===== config.mk =====
export PLATFORM = sky130hd
export DESIGN_NAME = poly_voice_slot_allocator_unit
export DESIGN_NICKNAME = d
export VERILOG_FILES = /design/src/pvsa_pkg.sv /design/src/pvsa_cell.sv /design/src/poly_voice_slot_allocator_unit.sv
export SDC_FILE = /design/constraint.sdc
export NUM_CORES = 1
export LEC_CHECK = 0
export BUFFER_PORTS_ARGS = -buffer_cell sky130_fd_sc_hd__buf_4
export CORE_MARGIN = 3
export CORE_UTILIZATION = 60
export CTS_BUF_LIST = sky130_fd_sc_hd__clkbuf_16
export DETAILED_ROUTE_END_ITERATION = 8
export PLACE_DENSITY = 0.78
export SLEW_MARGIN = 20
export SYNTH_ARGS = -nofsm -noshare
export SYNTH_HDL_FRONTEND = slang
export SYNTH_SLANG_ARGS = --single-unit

===== constraint.sdc =====
create_clock -name clk -period 4.4 [get_ports clk]
set_input_delay 0.22 -clock clk [delete_from_list [all_inputs] [get_ports clk]]
set_output_delay 0.22 -clock clk [all_outputs]
set_load 0.01 [all_outputs]

===== src/pvsa_pkg.sv =====
// pvsa_pkg: shared widths, codes and types for the voice slot allocator
// used by pvsa_cell, the top level and the checker; depends on nothing
package pvsa_pkg;

  localparam int SLOTS  = 8;
  localparam int SLOT_W = (SLOTS > 1) ? $clog2(SLOTS) : 1;
  localparam int MASK_W = 8;

  // input word kinds (tuser)
  localparam logic [1:0] KIND_ON    = 2'd0;
  localparam logic [1:0] KIND_OFF   = 2'd1;
  localparam logic [1:0] KIND_BLOCK = 2'd2;
  localparam logic [1:0] KIND_NONE  = 2'd3;

  // result status (tuser on the output side)
  localparam logic [2:0] STAT_FILTERED = 3'd0;
  localparam logic [2:0] STAT_ASSIGNED = 3'd1;
  localparam logic [2:0] STAT_HELD     = 3'd2;
  localparam logic [2:0] STAT_NO_SLOT  = 3'd3;
  localparam logic [2:0] STAT_RELEASED = 3'd4;
  localparam logic [2:0] STAT_NOT_HELD = 3'd5;
  localparam logic [2:0] STAT_BLOCK    = 3'd6;

  // per-slot block actions
  localparam logic [2:0] ACT_FADE = 3'd0;
  localparam logic [2:0] ACT_COLD = 3'd1;
  localparam logic [2:0] ACT_IDLE = 3'd2;
  localparam logic [2:0] ACT_WARM = 3'd3;
  localparam logic [2:0] ACT_PLAY = 3'd4;

  // configuration register indexes
  localparam logic REG_LISTEN = 1'b0;
  localparam logic REG_WARMUP = 1'b1;

  localparam logic [15:0] WARMUP_RESET = 16'd256;

  typedef logic [SLOT_W-1:0] slot_t;

  // search results handed from cell to cell during a note scan
  typedef struct packed {
    logic  hit;
    slot_t hit_slot;
    logic  fs;
    slot_t fs_slot;
    logic  ff;
    slot_t ff_slot;
  } acc_t;

  // command broadcast from the sequencer to every cell
  typedef struct packed {
    logic        scan;
    logic        blk;
    slot_t       pos;
    logic [6:0]  note;
    logic        mode;
    logic        stable;
    logic [13:0] blen;
    logic [15:0] wlen;
    logic        wr;
    logic        wr_set;
    slot_t       wr_slot;
  } cell_cmd_t;

endpackage


===== src/pvsa_cell.sv =====
// pvsa_cell: one voice slot: held note, warm-up counter, engine cold flag
// and the scan stage that passes search results to the next cell; uses pvsa_pkg
module pvsa_cell (
  input  logic                clk,
  input  logic                rst,
  input  pvsa_pkg::slot_t     idx,
  input  logic                silent,
  input  pvsa_pkg::cell_cmd_t cmd,
  input  pvsa_pkg::acc_t      acc_in,
  output pvsa_pkg::acc_t      acc_out,
  output logic [2:0]          res_act,
  output logic [6:0]          res_note
);

  logic        valid;
  logic        cold;
  logic [6:0]  note;
  logic [15:0] count;

  logic        here;
  logic        wants;
  logic        cold_next;
  logic [15:0] count_next;
  logic [15:0] blen_ext;
  pvsa_pkg::acc_t acc_c;

  assign here     = (cmd.pos == idx);
  assign wants    = cmd.mode & valid & cmd.stable;
  assign blen_ext = {2'b00, cmd.blen};

  always_comb begin
    cold_next  = cold;
    count_next = count;
    res_act    = pvsa_pkg::ACT_IDLE;
    if (!wants) begin
      if (!silent) begin
        res_act = pvsa_pkg::ACT_FADE;
      end else if (!cold) begin
        cold_next = 1'b1;
        res_act   = pvsa_pkg::ACT_COLD;
      end else begin
        res_act = pvsa_pkg::ACT_IDLE;
      end
      count_next = cold_next ? cmd.wlen : 16'd0;
    end else if (count != 16'd0) begin
      // saturating countdown
      count_next = (count > blen_ext) ? (count - blen_ext) : 16'd0;
      cold_next  = 1'b0;
      res_act    = pvsa_pkg::ACT_WARM;
    end else begin
      cold_next = 1'b0;
      res_act   = pvsa_pkg::ACT_PLAY;
    end
  end

  assign res_note = valid ? note : 7'd0;

  // first held match, first free silent slot, first free slot
  always_comb begin
    acc_c = acc_in;
    if (valid && (note == cmd.note) && !acc_in.hit) begin
      acc_c.hit      = 1'b1;
      acc_c.hit_slot = idx;
    end
    if (!valid && silent && !acc_in.fs) begin
      acc_c.fs      = 1'b1;
      acc_c.fs_slot = idx;
    end
    if (!valid && !acc_in.ff) begin
      acc_c.ff      = 1'b1;
      acc_c.ff_slot = idx;
    end
  end

  always_ff @(posedge clk) begin
    if (rst) begin
      valid <= 1'b0;
      cold  <= 1'b1;
      count <= 16'd0;
    end else begin
      if (cmd.blk && here) begin
        cold  <= cold_next;
        count <= count_next;
      end
      if (cmd.wr && (cmd.wr_slot == idx)) begin
        valid <= cmd.wr_set;
      end
    end
  end

  always_ff @(posedge clk) begin
    if (cmd.wr && cmd.wr_set && (cmd.wr_slot == idx)) begin
      note <= cmd.note;
    end
    if (cmd.scan && here) begin
      acc_out <= acc_c;
    end
  end

endmodule


===== src/poly_voice_slot_allocator_unit.sv =====
// poly_voice_slot_allocator_unit: top level, sequencer, config registers,
// output register and the row of pvsa_cell slots; uses pvsa_pkg and pvsa_cell
//
// Maps MIDI note-on/note-off words onto SLOTS voice slots and, on each end of
// audio block word, reports one action per slot in slot order (tlast on the
// last one). One input word is handled at a time. A note word walks the row
// of slot cells one cell per cycle to find a holding, free-and-silent or free
// slot, then decides in the DECIDE state, which waits for a free output
// register before it returns to idle. A block word visits one cell per cycle
// while the output is free and emits that slot's result. Kind 3 words are
// taken and dropped. Configuration is written with cfg_we/cfg_index/cfg_data;
// the user must write it only while idle, which the block does not enforce.
module poly_voice_slot_allocator_unit (
  input  logic        clk,
  input  logic        rst,
  input  logic        s_tvalid,
  output logic        s_tready,
  // note[6:0], velocity[13:7], channel[18:14], silent_mask[26:19],
  // mode_active[27], input_stable[28], block_length[42:29], zero fill
  input  logic [47:0] s_tdata,
  // kind[1:0]
  input  logic [1:0]  s_tuser,
  output logic        m_tvalid,
  input  logic        m_tready,
  // slot[2:0], slot_note[9:3], action[12:10], zero fill
  output logic [15:0] m_tdata,
  // note_status[2:0]
  output logic [2:0]  m_tuser,
  output logic        m_tlast,
  input  logic        cfg_we,
  input  logic        cfg_index,
  input  logic [15:0] cfg_data
);

  typedef enum logic [3:0] {
    ST_IDLE   = 4'b0001,
    ST_SCAN   = 4'b0010,
    ST_BLOCK  = 4'b0100,
    ST_DECIDE = 4'b1000
  } state_t;

  state_t              state;
  pvsa_pkg::slot_t     pos;

  logic [1:0]          kind_r;
  logic [6:0]          note_r;
  logic [6:0]          vel_r;
  logic [4:0]          chan_r;
  logic [pvsa_pkg::MASK_W-1:0] mask_r;
  logic                mode_r;
  logic                stable_r;
  logic [13:0]         blen_r;

  logic [4:0]          listen_channel;
  logic [15:0]         warmup_length;

  logic [2:0]          status_r;
  logic [2:0]          slot_r;
  logic [6:0]          snote_r;
  logic [2:0]          act_r;
  logic                last_r;

  logic                free;
  logic                last_pos;
  logic                load;
  logic                accept;

  pvsa_pkg::cell_cmd_t cmd;
  pvsa_pkg::acc_t      acc [pvsa_pkg::SLOTS];
  logic [2:0]          res_act [pvsa_pkg::SLOTS];
  logic [6:0]          res_note [pvsa_pkg::SLOTS];
  logic [pvsa_pkg::SLOTS-1:0] silent;

  pvsa_pkg::acc_t      fin;
  logic                filtered;
  logic                note_on;
  logic [2:0]          dec_status;
  pvsa_pkg::slot_t     dec_slot;
  logic [6:0]          dec_note;
  logic                dec_wr;
  logic                dec_set;

  assign s_tready = (state == ST_IDLE) && !rst;
  assign accept   = s_tvalid && s_tready;
  assign free     = !m_tvalid || m_tready;
  assign last_pos = (pos == pvsa_pkg::SLOT_W'(pvsa_pkg::SLOTS - 1));
  assign load     = free && ((state == ST_BLOCK) || (state == ST_DECIDE));

  // slots beyond the mask count as silent
  genvar gi;
  generate
    for (gi = 0; gi < pvsa_pkg::SLOTS; gi++) begin : g_slot
      pvsa_pkg::acc_t acc_in;
      if (gi < pvsa_pkg::MASK_W) begin : g_mask
        assign silent[gi] = mask_r[gi];
      end else begin : g_nomask
        assign silent[gi] = 1'b1;
      end
      if (gi == 0) begin : g_head
        assign acc_in = '0;
      end else begin : g_link
        assign acc_in = acc[gi-1];
      end
      pvsa_cell u_cell (
        .clk      (clk),
        .rst      (rst),
        .idx      (pvsa_pkg::SLOT_W'(gi)),
        .silent   (silent[gi]),
        .cmd      (cmd),
        .acc_in   (acc_in),
        .acc_out  (acc[gi]),
        .res_act  (res_act[gi]),
        .res_note (res_note[gi])
      );
    end
  endgenerate

  // note word decision from the search result at the end of the row
  assign fin      = acc[pvsa_pkg::SLOTS-1];
  assign filtered = (listen_channel != 5'd0) && (chan_r != listen_channel);
  assign note_on  = (kind_r == pvsa_pkg::KIND_ON) && (vel_r != 7'd0);

  always_comb begin
    dec_status = pvsa_pkg::STAT_FILTERED;
    dec_slot   = '0;
    dec_note   = 7'd0;
    dec_wr     = 1'b0;
    dec_set    = 1'b0;
    if (filtered) begin
      dec_status = pvsa_pkg::STAT_FILTERED;
    end else if (note_on) begin
      if (fin.hit) begin
        dec_status = pvsa_pkg::STAT_HELD;
        dec_slot   = fin.hit_slot;
        dec_note   = note_r;
      end else if (fin.fs) begin
        dec_status = pvsa_pkg::STAT_ASSIGNED;
        dec_slot   = fin.fs_slot;
        dec_note   = note_r;
        dec_wr     = 1'b1;
        dec_set    = 1'b1;
      end else if (fin.ff) begin
        dec_status = pvsa_pkg::STAT_ASSIGNED;
        dec_slot   = fin.ff_slot;
        dec_note   = note_r;
        dec_wr     = 1'b1;
        dec_set    = 1'b1;
      end else begin
        dec_status = pvsa_pkg::STAT_NO_SLOT;
      end
    end else if (fin.hit) begin
      dec_status = pvsa_pkg::STAT_RELEASED;
      dec_slot   = fin.hit_slot;
      dec_note   = note_r;
      dec_wr     = 1'b1;
    end else begin
      dec_status = pvsa_pkg::STAT_NOT_HELD;
    end
  end

  always_comb begin
    cmd.scan    = (state == ST_SCAN);
    cmd.blk     = (state == ST_BLOCK) && free;
    cmd.pos     = pos;
    cmd.note    = note_r;
    cmd.mode    = mode_r;
    cmd.stable  = stable_r;
    cmd.blen    = blen_r;
    cmd.wlen    = warmup_length;
    cmd.wr      = (state == ST_DECIDE) && free && dec_wr;
    cmd.wr_set  = dec_set;
    cmd.wr_slot = dec_slot;
  end

  always_ff @(posedge clk) begin
    if (rst) begin
      state <= ST_IDLE;
      pos   <= '0;
    end else begin
      case (state)
        ST_IDLE: begin
          if (accept) begin
            pos <= '0;
            case (s_tuser)
              pvsa_pkg::KIND_ON:    state <= ST_SCAN;
              pvsa_pkg::KIND_OFF:   state <= ST_SCAN;
              pvsa_pkg::KIND_BLOCK: state <= ST_BLOCK;
              default:              state <= ST_IDLE;
            endcase
          end
        end
        ST_SCAN: begin
          pos <= pos + 1'b1;
          if (last_pos) begin
            state <= ST_DECIDE;
          end
        end
        ST_BLOCK: begin
          if (free) begin
            pos <= pos + 1'b1;
            if (last_pos) begin
              state <= ST_IDLE;
            end
          end
        end
        ST_DECIDE: begin
          if (free) begin
            state <= ST_IDLE;
          end
        end
        default: state <= ST_IDLE;
      endcase
    end
  end

  always_ff @(posedge clk) begin
    if (accept) begin
      kind_r   <= s_tuser;
      note_r   <= s_tdata[6:0];
      vel_r    <= s_tdata[13:7];
      chan_r   <= s_tdata[18:14];
      mask_r   <= s_tdata[26:19];
      mode_r   <= s_tdata[27];
      stable_r <= s_tdata[28];
      blen_r   <= s_tdata[42:29];
    end
  end

  always_ff @(posedge clk) begin
    if (rst) begin
      listen_channel <= 5'd0;
      warmup_length  <= pvsa_pkg::WARMUP_RESET;
    end else if (cfg_we) begin
      case (cfg_index)
        pvsa_pkg::REG_LISTEN: listen_channel <= cfg_data[4:0];
        pvsa_pkg::REG_WARMUP: warmup_length  <= cfg_data;
        default: ;
      endcase
    end
  end

  // output register
  always_ff @(posedge clk) begin
    if (rst) begin
      m_tvalid <= 1'b0;
    end else if (load) begin
      m_tvalid <= 1'b1;
    end else if (m_tready) begin
      m_tvalid <= 1'b0;
    end
  end

  always_ff @(posedge clk) begin
    if (load) begin
      if (state == ST_BLOCK) begin
        status_r <= pvsa_pkg::STAT_BLOCK;
        slot_r   <= 3'(pos);
        snote_r  <= res_note[pos];
        act_r    <= res_act[pos];
        last_r   <= last_pos;
      end else begin
        status_r <= dec_status;
        slot_r   <= 3'(dec_slot);
        snote_r  <= dec_note;
        act_r    <= pvsa_pkg::ACT_FADE;
        last_r   <= 1'b1;
      end
    end
  end

  assign m_tdata = {3'b000, act_r, snote_r, slot_r};
  assign m_tuser = status_r;
  assign m_tlast = last_r;

endmodule


==> summary.txt, run 1 <==
Clock tree
  – Clock latency on the worst-skew pair: 0.55 ns
  – CTS buffer count: 39
  – Post-CTS Hold Buffers: 62
  – Clock-pin slew on the worst setup and hold paths: 0.06 ns
  – Clock sinks: approximately 370
  – Post-CTS setup buffer count: 0
  – H-tree Lvls: 2
  – TritonCTS clock tree: yes
  – Clock Tree Buf Depth: 3
  – Post-cts gate resize count: 0
  – Root Driver: clkbuf_16

Floorplan
  – Die Wd: ~190 um
  – # rows: 68
  – Initial core utilization: 0.613
  – Core Region: 34800 um^2
  – Die Span Y: just under 200 um
  – Total die area: 37800 um^2
  – IO Pins: 94

Route
  – DR vias: around 18000
  – Iteration count of the initial detailed-routing pass: 6
  – Post-route ant nets: 0
  – Total wire length: 62200 um
  – Initial DRC count: 1672
  – Drt wl/cell: about 22 um
  – Via density: between 6 and 7
  – DR DRC count: 0

Logic synthesis
  – Ys async rst share: 0
  – Main synth FF type: edfxtp_1
  – Yosys reg bits: 366
  – Post-synth EDFFs: roughly 190
  – Synthesized area per cell: 9.43 um^2
  – Sequential area share after synthesis: 0.434
  – Number of unique standard cell types used by synthesis: 87
  – Syn Inst Count: 2260
  – Ys Warns: 0
  – Mapped Area: 21300 um^2

STA
  – Tcrit/Tclk final: 0.816
  – Final Setup Violations: 0
  – Slew HR: 0.383
  – Count of final max-slew check failures: 0
  – Clk_skew: 0.0206 ns
  – Least-Margin Pin Slew: 0.924 ns
  – Total negative slack: 0 ns
  – Max Fclk: 278 MHz
  – Tmin final: 3.59 ns
  – RSZ-0062 raised after global routing: no
  – Hold Violations, Final: 0

Placed design
  – IO buf count: 85
  – Routability cong.: 0.960
  – Post-DP Area: 22300 um^2
  – DP HPWL: about 41000 um

Global routing
  – Largest net degree at the start of global routing: between 70 and 80
  – Initial antenna violation count: 1
  – Met3 Track Usage GR: 0.0543
  – GR Layer Usage met1: 0.408
  – Global-route wire length before repair: 96600 um
  – Met2 usage: 0.531
  – GRT Overall Usage: 0.319
  – Busiest layer in global routing: met2
  – Vias in the first global route: 17900
  – Remaining Overflow, GRT: 0

Final layout
  – Final design utilization: 0.693
  – Area grow syn2layout: 13.1%
  – Final instance area: 24100 um^2
  – Share of cells above drive strength 1: 0.0909
  – Final #Nets: around 2600
  – Fill cell count: 2637

Critical path
  – WS Path Type: flip-flop to flip-flop
  – Crit. End Element: flip-flop
  – Setup crit start kind: flip-flop
  – Worst Path Required: 4.88 ns
  – Crit path DAT: 4.07 ns
  – Crit path from: blen_r[0]$_DFFE_PP_
  – Critical path peak fanout: 18
  – FF-to-FF Start: blen_r[0]$_DFFE_PP_

Flow run
  – Max_cap viols: 0

Pwr
  – Power Dens Cells: 306 nW/um^2
  – Leak: 9.36 nW
  – VDD IR-drop max: 0.291 mV

Min path
  – Hold path start: m_tready
  – Worst min path class: input pin to flip-flop

Status
  – Status: finished clean
==> path summary, 6_finish.rpt <==
path / to / slack [ns] / depth (start not counted)
worst max register to register: g_slot[4].u_cell.count[15]$_SDFFE_PP0P_ / 0.81 / 10
worst min-delay path: m_tvalid$_SDFFE_PP0P_ / 0.06 / 3
worst min register to register: g_slot[7].u_cell.acc_out[1]$_SDFFCE_PP1P_ / 0.50 / 1
worst max-delay path: g_slot[4].u_cell.count[15]$_SDFFE_PP0P_ / 0.81 / 10
==> area by class of cell <==
type                    count  area (um^2)  area share
multi-input cells        1712        11400       0.472
flip-flops and latches    366         9260       0.384
repair buffers            168         1420      0.0587
clock buffers              39          976      0.0405
well taps                 455          569      0.0236
inverters                  69          259      0.0107
clock inverters            32          249      0.0103
diodes                      1         2.50    0.000104
==> per-layer routing <==
metal | part of all wire | vias up
li1 | - | 8660
met1 | 0.40 | 8764
met2 | 0.47 | 842
met3 | 0.082 | 204
met4 | 0.049 | 0
met5 | 0 | -
==> synthesized netlist by cell type (8+ instances only) <==
library cell,instances,share of area
a211oi_1,65,0.023
a21o_1,41,0.014
a21oi_1,140,0.033
a221oi_1,72,0.030
a22oi_1,44,0.015
a31oi_1,32,0.0094
a32oi_1,9,0.0037
and2_1,19,0.0056
and3_1,21,0.0062
buf_1,12,0.0021
clkbuf_1,96,0.017
dfxtp_1,173,0.16
edfxtp_1,193,0.27
fa_1,8,0.0075
ha_1,118,0.069
inv_1,66,0.012
mux2i_1,9,0.0042
nand2_1,154,0.027
nand2b_1,45,0.013
nand3_1,52,0.012
nand3b_1,8,0.0028
nand4_1,35,0.010
nor2_1,230,0.041
nor2b_1,47,0.014
nor3_1,60,0.014
nor3b_1,12,0.0042
nor4_1,42,0.012
o211ai_1,10,0.0035
o21a_1,42,0.015
o21ai_0,61,0.014
o21ai_1,36,0.0085
o21bai_1,9,0.0032
o31a_1,9,0.0037
or2_2,26,0.0076
xnor2_1,77,0.032
xor2_1,62,0.025
==> metrics by stage <==
| stage | hold WS (ns) | std cells | total power (W) | worst slack [ns] |
|---|---|---|---|---|
| 3_5_place_dp | 0.399 | 2708 | 0.00419 | 0.903 |
| 4_1_cts | 0.0369 | 2841 | 0.00738 | 0.889 |
| 6_report | 0.0553 | 2842 | 0.00737 | 0.809 |
| 2_1_floorplan | 0.319 | 2262 | 0.00402 | 0.422 |
| 5_1_grt | 0.0687 | 2842 | 0.00758 | 0.696 |
| 3_3_place_gp | 0.398 | 2708 | 0.00418 | 0.949 |
==> kinds of logic after synthesis <==
group	share of synthesized area
compound gates	0.206
xor+xnor	0.0571
fa+ha+maj	0.0768
buf+inv	0.0333
flops	0.434
mux	0.00898
other cells	0.000176
simple gates	0.183
==> layout by cell type (no fill, tap or decap), types with 61 or more instances in the layout <==
master and instances:
xnor2_1 77, buf_4 106, edfxtp_1 193, a21oi_1 140
inv_1 73, a211oi_1 65, xor2_1 62, a221oi_1 72
dfxtp_1 172, dlygate4sd3_1 62, o21ai_0 61, nor2_1 223
ha_1 118, nand2_1 154
==> sequential cells by signal, indices dropped and copies added, names as in the netlist, 2 cells and up <==
name,cells
g_slot.u_cell.acc_out,75
pos,3
act_r,3
kind_r,2
g_slot.u_cell.count,128
slot_r,3
g_slot.u_cell.note,56
snote_r,7
g_slot.u_cell.valid,8
blen_r,14
g_slot.u_cell.cold,8
mask_r,8
warmup_length,16
chan_r,5
note_r,7
vel_r,7
state,4
listen_channel,5
m_tuser,3
==> worst max-delay path, cell delays in order, from the launching register on <==
cell,delay [ns]
edfxtp_1,0.69
ha_1,0.37
fa_1,0.38
nand2b_1,0.19
a21oi_1,0.17
o21ai_1,0.12
a21oi_1,0.32
a31o_1,0.69
nand3b_1,0.14
mux2_1,0.32
a21oi_1,0.14
==> power by group <==
| group | switching [W] | internal, W |
|---|---|---|
| combinational | 0.000274 | 0.000214 |
| clock | 0.00138 | 0.00180 |
| sequential | 0.0000804 | 0.00361 |
No activity file was read; power rests on OpenSTA's default activity.
==> inputs of run 2 (changes only) <==
- ABC_AREA: default -> 1
- CORE_UTILIZATION: 60 -> 57
- PLACE_DENSITY: 0.78 -> 0.77
- clock period: 4.4 -> 3.3 ns (I/O delays scaled with it)
==> summary.txt, run 2 <==
STA
  – Clk_skew: 0.0306 ns (+0.0101 ns)
  – Hold Violations, Final: 0 (unchanged)
  – RSZ-0062 raised after global routing: no
  – Tcrit/Tclk final: 0.887 (+0.0704)
  – Count of final max-slew check failures: 0 (unchanged)
  – Tmin final: 2.93 ns (-0.665 ns)
  – Total negative slack: 0 ns (unchanged)
  – Slew HR: 0.329 (-0.0538)
  – Least-Margin Pin Slew: 1.00 ns (+0.0806 ns)
  – Final Setup Violations: 0 (unchanged)
  – Max Fclk: 342 MHz (+23%)

Final layout
  – Final design utilization: 0.660 (-0.0324)
  – Commonest non-fill, non-tap cells in the layout: nand2_1 (691), a21oi_1 (418), inv_1 (308)
  – Area grow syn2layout: 13.2%
  – FF/Latch Area: 9260 um^2 (about the same)
  – Largest register by flop count: g_slot.u_cell.count
  – Commonest non-fill, non-tap cell in the layout: nand2_1
  – Fill cell count: 3166 (+20%)
  – Diode count: 0 (-1)
  – Share of cells above drive strength 1: 0.0851 (-0.00589)
  – Largest register FFs: 128 (unchanged)
  – Top Registers: g_slot.u_cell.count (128), g_slot.u_cell.acc_out (75), g_slot.u_cell.note (56)
  – Footprint of the multi-input gates: 11800 um^2 (+3.9%)
  – Final #Nets: 3367 (+32%)

Floorplan
  – Die Span Y: 206 um (+5.8%)
  – Total die area: 42400 um^2 (+12%)
  – IO Pins: 94 (unchanged)
  – # rows: 72 (+5.9%)
  – Die Wd: 206 um (+5.8%)
  – Initial core utilization: 0.583 (-0.0293)
  – Core Region: 39000 um^2 (+12%)

Route
  – DR DRC count: 0 (unchanged)
  – Post-route ant nets: 0 (unchanged)
  – Via density: 5.86 (-9.8%)
  – DR vias: 21800 (+18%)
  – Iteration count of the initial detailed-routing pass: 6 (unchanged)
  – Initial DRC count: 2216 (+33%)
  – Total wire length: 69800 um (+12%)
  – Drt wl/cell: 18.8 um (-14%)

Critical path
  – Register-to-Register Setup Slack: 0.37 ns (-0.43 ns)
  – Worst Path Required: 3.79 ns (-1.09 ns)
  – Reg2Reg Depth: 11 (+1)
  – Crit path from: blen_r[0]$_DFFE_PP_
  – WS Path Type: flip-flop to flip-flop
  – CP cell instances: ha_1 > fa_1 > o21ai_2 > nand2_1 > nand2_1 > nand2_1 > nand2_1 > nand2_1 > inv_1 > nand3_1 > a21oi_1
  – FF-to-FF Start: blen_r[0]$_DFFE_PP_
  – Critical path peak fanout: 12 (-6)
  – Crit. End Element: flip-flop
  – Slowest CP cell: edfxtp_1
  – Crit path DAT: 3.42 ns (-0.65 ns)
  – Crit path top cell by count: nand2_1
  – CP max stage delay: 0.67 ns (-0.02 ns)
  – Setup crit start kind: flip-flop
  – RR Endpoint: g_slot[3].u_cell.count[9]$_SDFFE_PP0P_
  – Setup crit end: g_slot[3].u_cell.count[9]$_SDFFE_PP0P_

Pwr
  – Logic pwr share: 0.212 (+0.146)
  – VDD IR-drop max: 0.510 mV (+75%)
  – Sequential share of power: 0.429 (-0.072)
  – Switching share of power: 0.319 (+0.0828)
  – Power Dens Cells: 474 nW/um^2 (+55%)
  – P_sw: 0.00389 W (+120%)
  – Clk network pwr share: 0.359 (-0.073)
  – P_int: 0.00832 W (+48%)
  – Leak: 11.6 nW (+24%)

Logic synthesis
  – Cell taking the most area after synthesis: edfxtp_1
  – Area contributors post-synth: edfxtp_1 (25%), dfxtp_1 (15%), nand2_1 (11%), a21oi_1 (9.2%), ha_1 (6.5%)
  – Most common cell in the synthesized netlist: nand2_1
  – Number of unique standard cell types used by synthesis: 51 (-41%)
  – Main synth FF type: edfxtp_1
  – Commonest cells post-synth: nand2_1 (691), a21oi_1 (418), inv_1 (302), nor2_1 (283), nand3_1 (201)
  – Yosys top cell area share: 0.255 (-0.0172)
  – Mapped Area: 22800 um^2 (+6.7%)
  – Ys async rst share: 0 (unchanged)
  – Ys Warns: 0 (unchanged)
  – Yosys reg bits: 366 (unchanged)
  – Sequential area share after synthesis: 0.407 (-0.0274)
  – Syn Inst Count: 3036 (+34%)
  – Synthesized area per cell: 7.49 um^2 (-21%)
  – Post-synth EDFFs: 193 (unchanged)

Global routing
  – GRT Overall Usage: 0.326 (+0.00736)
  – Global-route wire length before repair: 108000 um (+12%)
  – Vias in the first global route: 20600 (+15%)
  – Largest net degree at the start of global routing: 154 (+120%)
  – Initial antenna violation count: 2 (+1)
  – Remaining Overflow, GRT: 0 (unchanged)

Clock tree
  – TritonCTS clock tree: yes
  – H-tree Lvls: 2 (unchanged)
  – Clock sinks: 366 (unchanged)
  – Clock latency on the worst-skew pair: 0.58 ns (+0.03 ns)
  – CTS buffer count: 40 (+2.6%)
  – Post-cts gate resize count: 0 (unchanged)
  – Root Driver: clkbuf_16
  – Clock Tree Buf Depth: 3 (unchanged)
  – Clock-pin slew on the worst setup and hold paths: 0.06 ns (about the same)

Min path
  – Worst min path class: input pin to flip-flop

Placed design
  – IO buf count: 85 (unchanged)
  – Routability cong.: 0.983 (+2.4%)
  – DP HPWL: 47400 um (+15%)

Status
  – Status: finished clean

Flow run
  – Max_cap viols: 0 (unchanged)
-- run 2: cell types whose count changed after synthesis, sizes merged, moves of 62 or more --
cell	previous run	this run
a21oi	140	418
o21ai	98	242
inv	68	309
nand3	52	201
a211oi	66	4
nand2	156	702
a221oi	72	4
-- run 2: metrics by stage --
step	instances	hold WS (ns)	total power [W]	area, um^2	setup slack [ns]
floorplan	3038	0.264	0.00694	22800	0.420
global placement	3575	0.343	0.00769	23800	0.303
detailed placement	3575	0.344	0.00776	23800	0.256
CTS	3712	0.0264	0.0122	25700	0.214
global route	3716	0.124	0.0127	25800	0.180
finish	3716	0.0940	0.0122	25800	0.374
-- run 2: routing by layer --
metal  vias up  GRT usage  part of all wire
li1      10500          -                 -
met1     10100      0.440              0.42
met2       986      0.517              0.44
met3       184     0.0682             0.096
met4         0      0.126             0.040
met5         -          0                 0
-- run 2: how the worst min path moves through the flow --
stage	startpoint	endpoint	slack (ns)	cells past startpoint
2_1_floorplan	s_tdata[29]	blen_r[0]$_DFFE_PP_	0.26	0
3_3_place_gp	s_tdata[16]	chan_r[2]$_DFFE_PP_	0.34	1
3_5_place_dp	s_tdata[40]	blen_r[11]$_DFFE_PP_	0.34	1
4_1_cts	cfg_we	listen_channel[0]$_SDFFE_PP0P_	0.03	5
5_1_grt	cfg_we	listen_channel[0]$_SDFFE_PP0P_	0.12	5
6_report	cfg_we	listen_channel[3]$_SDFFE_PP0P_	0.09	5
-- run 2: power groups by stage --
stage               Combinational [W]  Clock (W)  Sequential [W]
floorplan                     0.00171          0         0.00522
global placement              0.00236          0         0.00533
detailed placement            0.00242          0         0.00533
CTS                           0.00250    0.00442         0.00524
global route                  0.00284    0.00461         0.00525
finish                        0.00259    0.00438         0.00524
-- run 2: worst max-delay path, delay by kind of cell, from the launching register on --
kind                     cells  cell delay [ns]
AO/OA/AOI/OAI                2             0.39
AND/OR/NAND/NOR              6             0.58
flip-flops                   1             0.67
buffers and inverters        1             0.39
adder cells (fa/ha/maj)      2             0.79
-- run 2: cell type report --
| class | instances | area share |
|---|---|---|
| Clock buffer | 40 | 0.0389 |
| Clock inverter | 31 | 0.00991 |
| Inverter | 325 | 0.0478 |
| Multi-Input combinational cell | 2254 | 0.459 |
| Sequential cell | 366 | 0.359 |
| Tap cell | 518 | 0.0252 |
| Timing Repair Buffer | 182 | 0.0599 |
-- run 2: kinds of logic (layout without fill, tap and decap cells) --
family | Yosys count | in the layout | synth area share
simple gates | 1318 | 1318 | 0.247
buf+inv | 418 | 578 | 0.0747
flops | 366 | 366 | 0.407
compound gates | 735 | 735 | 0.172
fa+ha+maj | 126 | 126 | 0.0719
xor+xnor | 72 | 72 | 0.0277
other cells | 1 | 3 | 0.000165
-- run 2: what timing repair did --
action | in CTS | in global routing
setup buffers | 0 | 4
hold endpoints to repair | 79 | 0
setup endpoints to repair | 0 | 12
hold buffers | 66 | 0
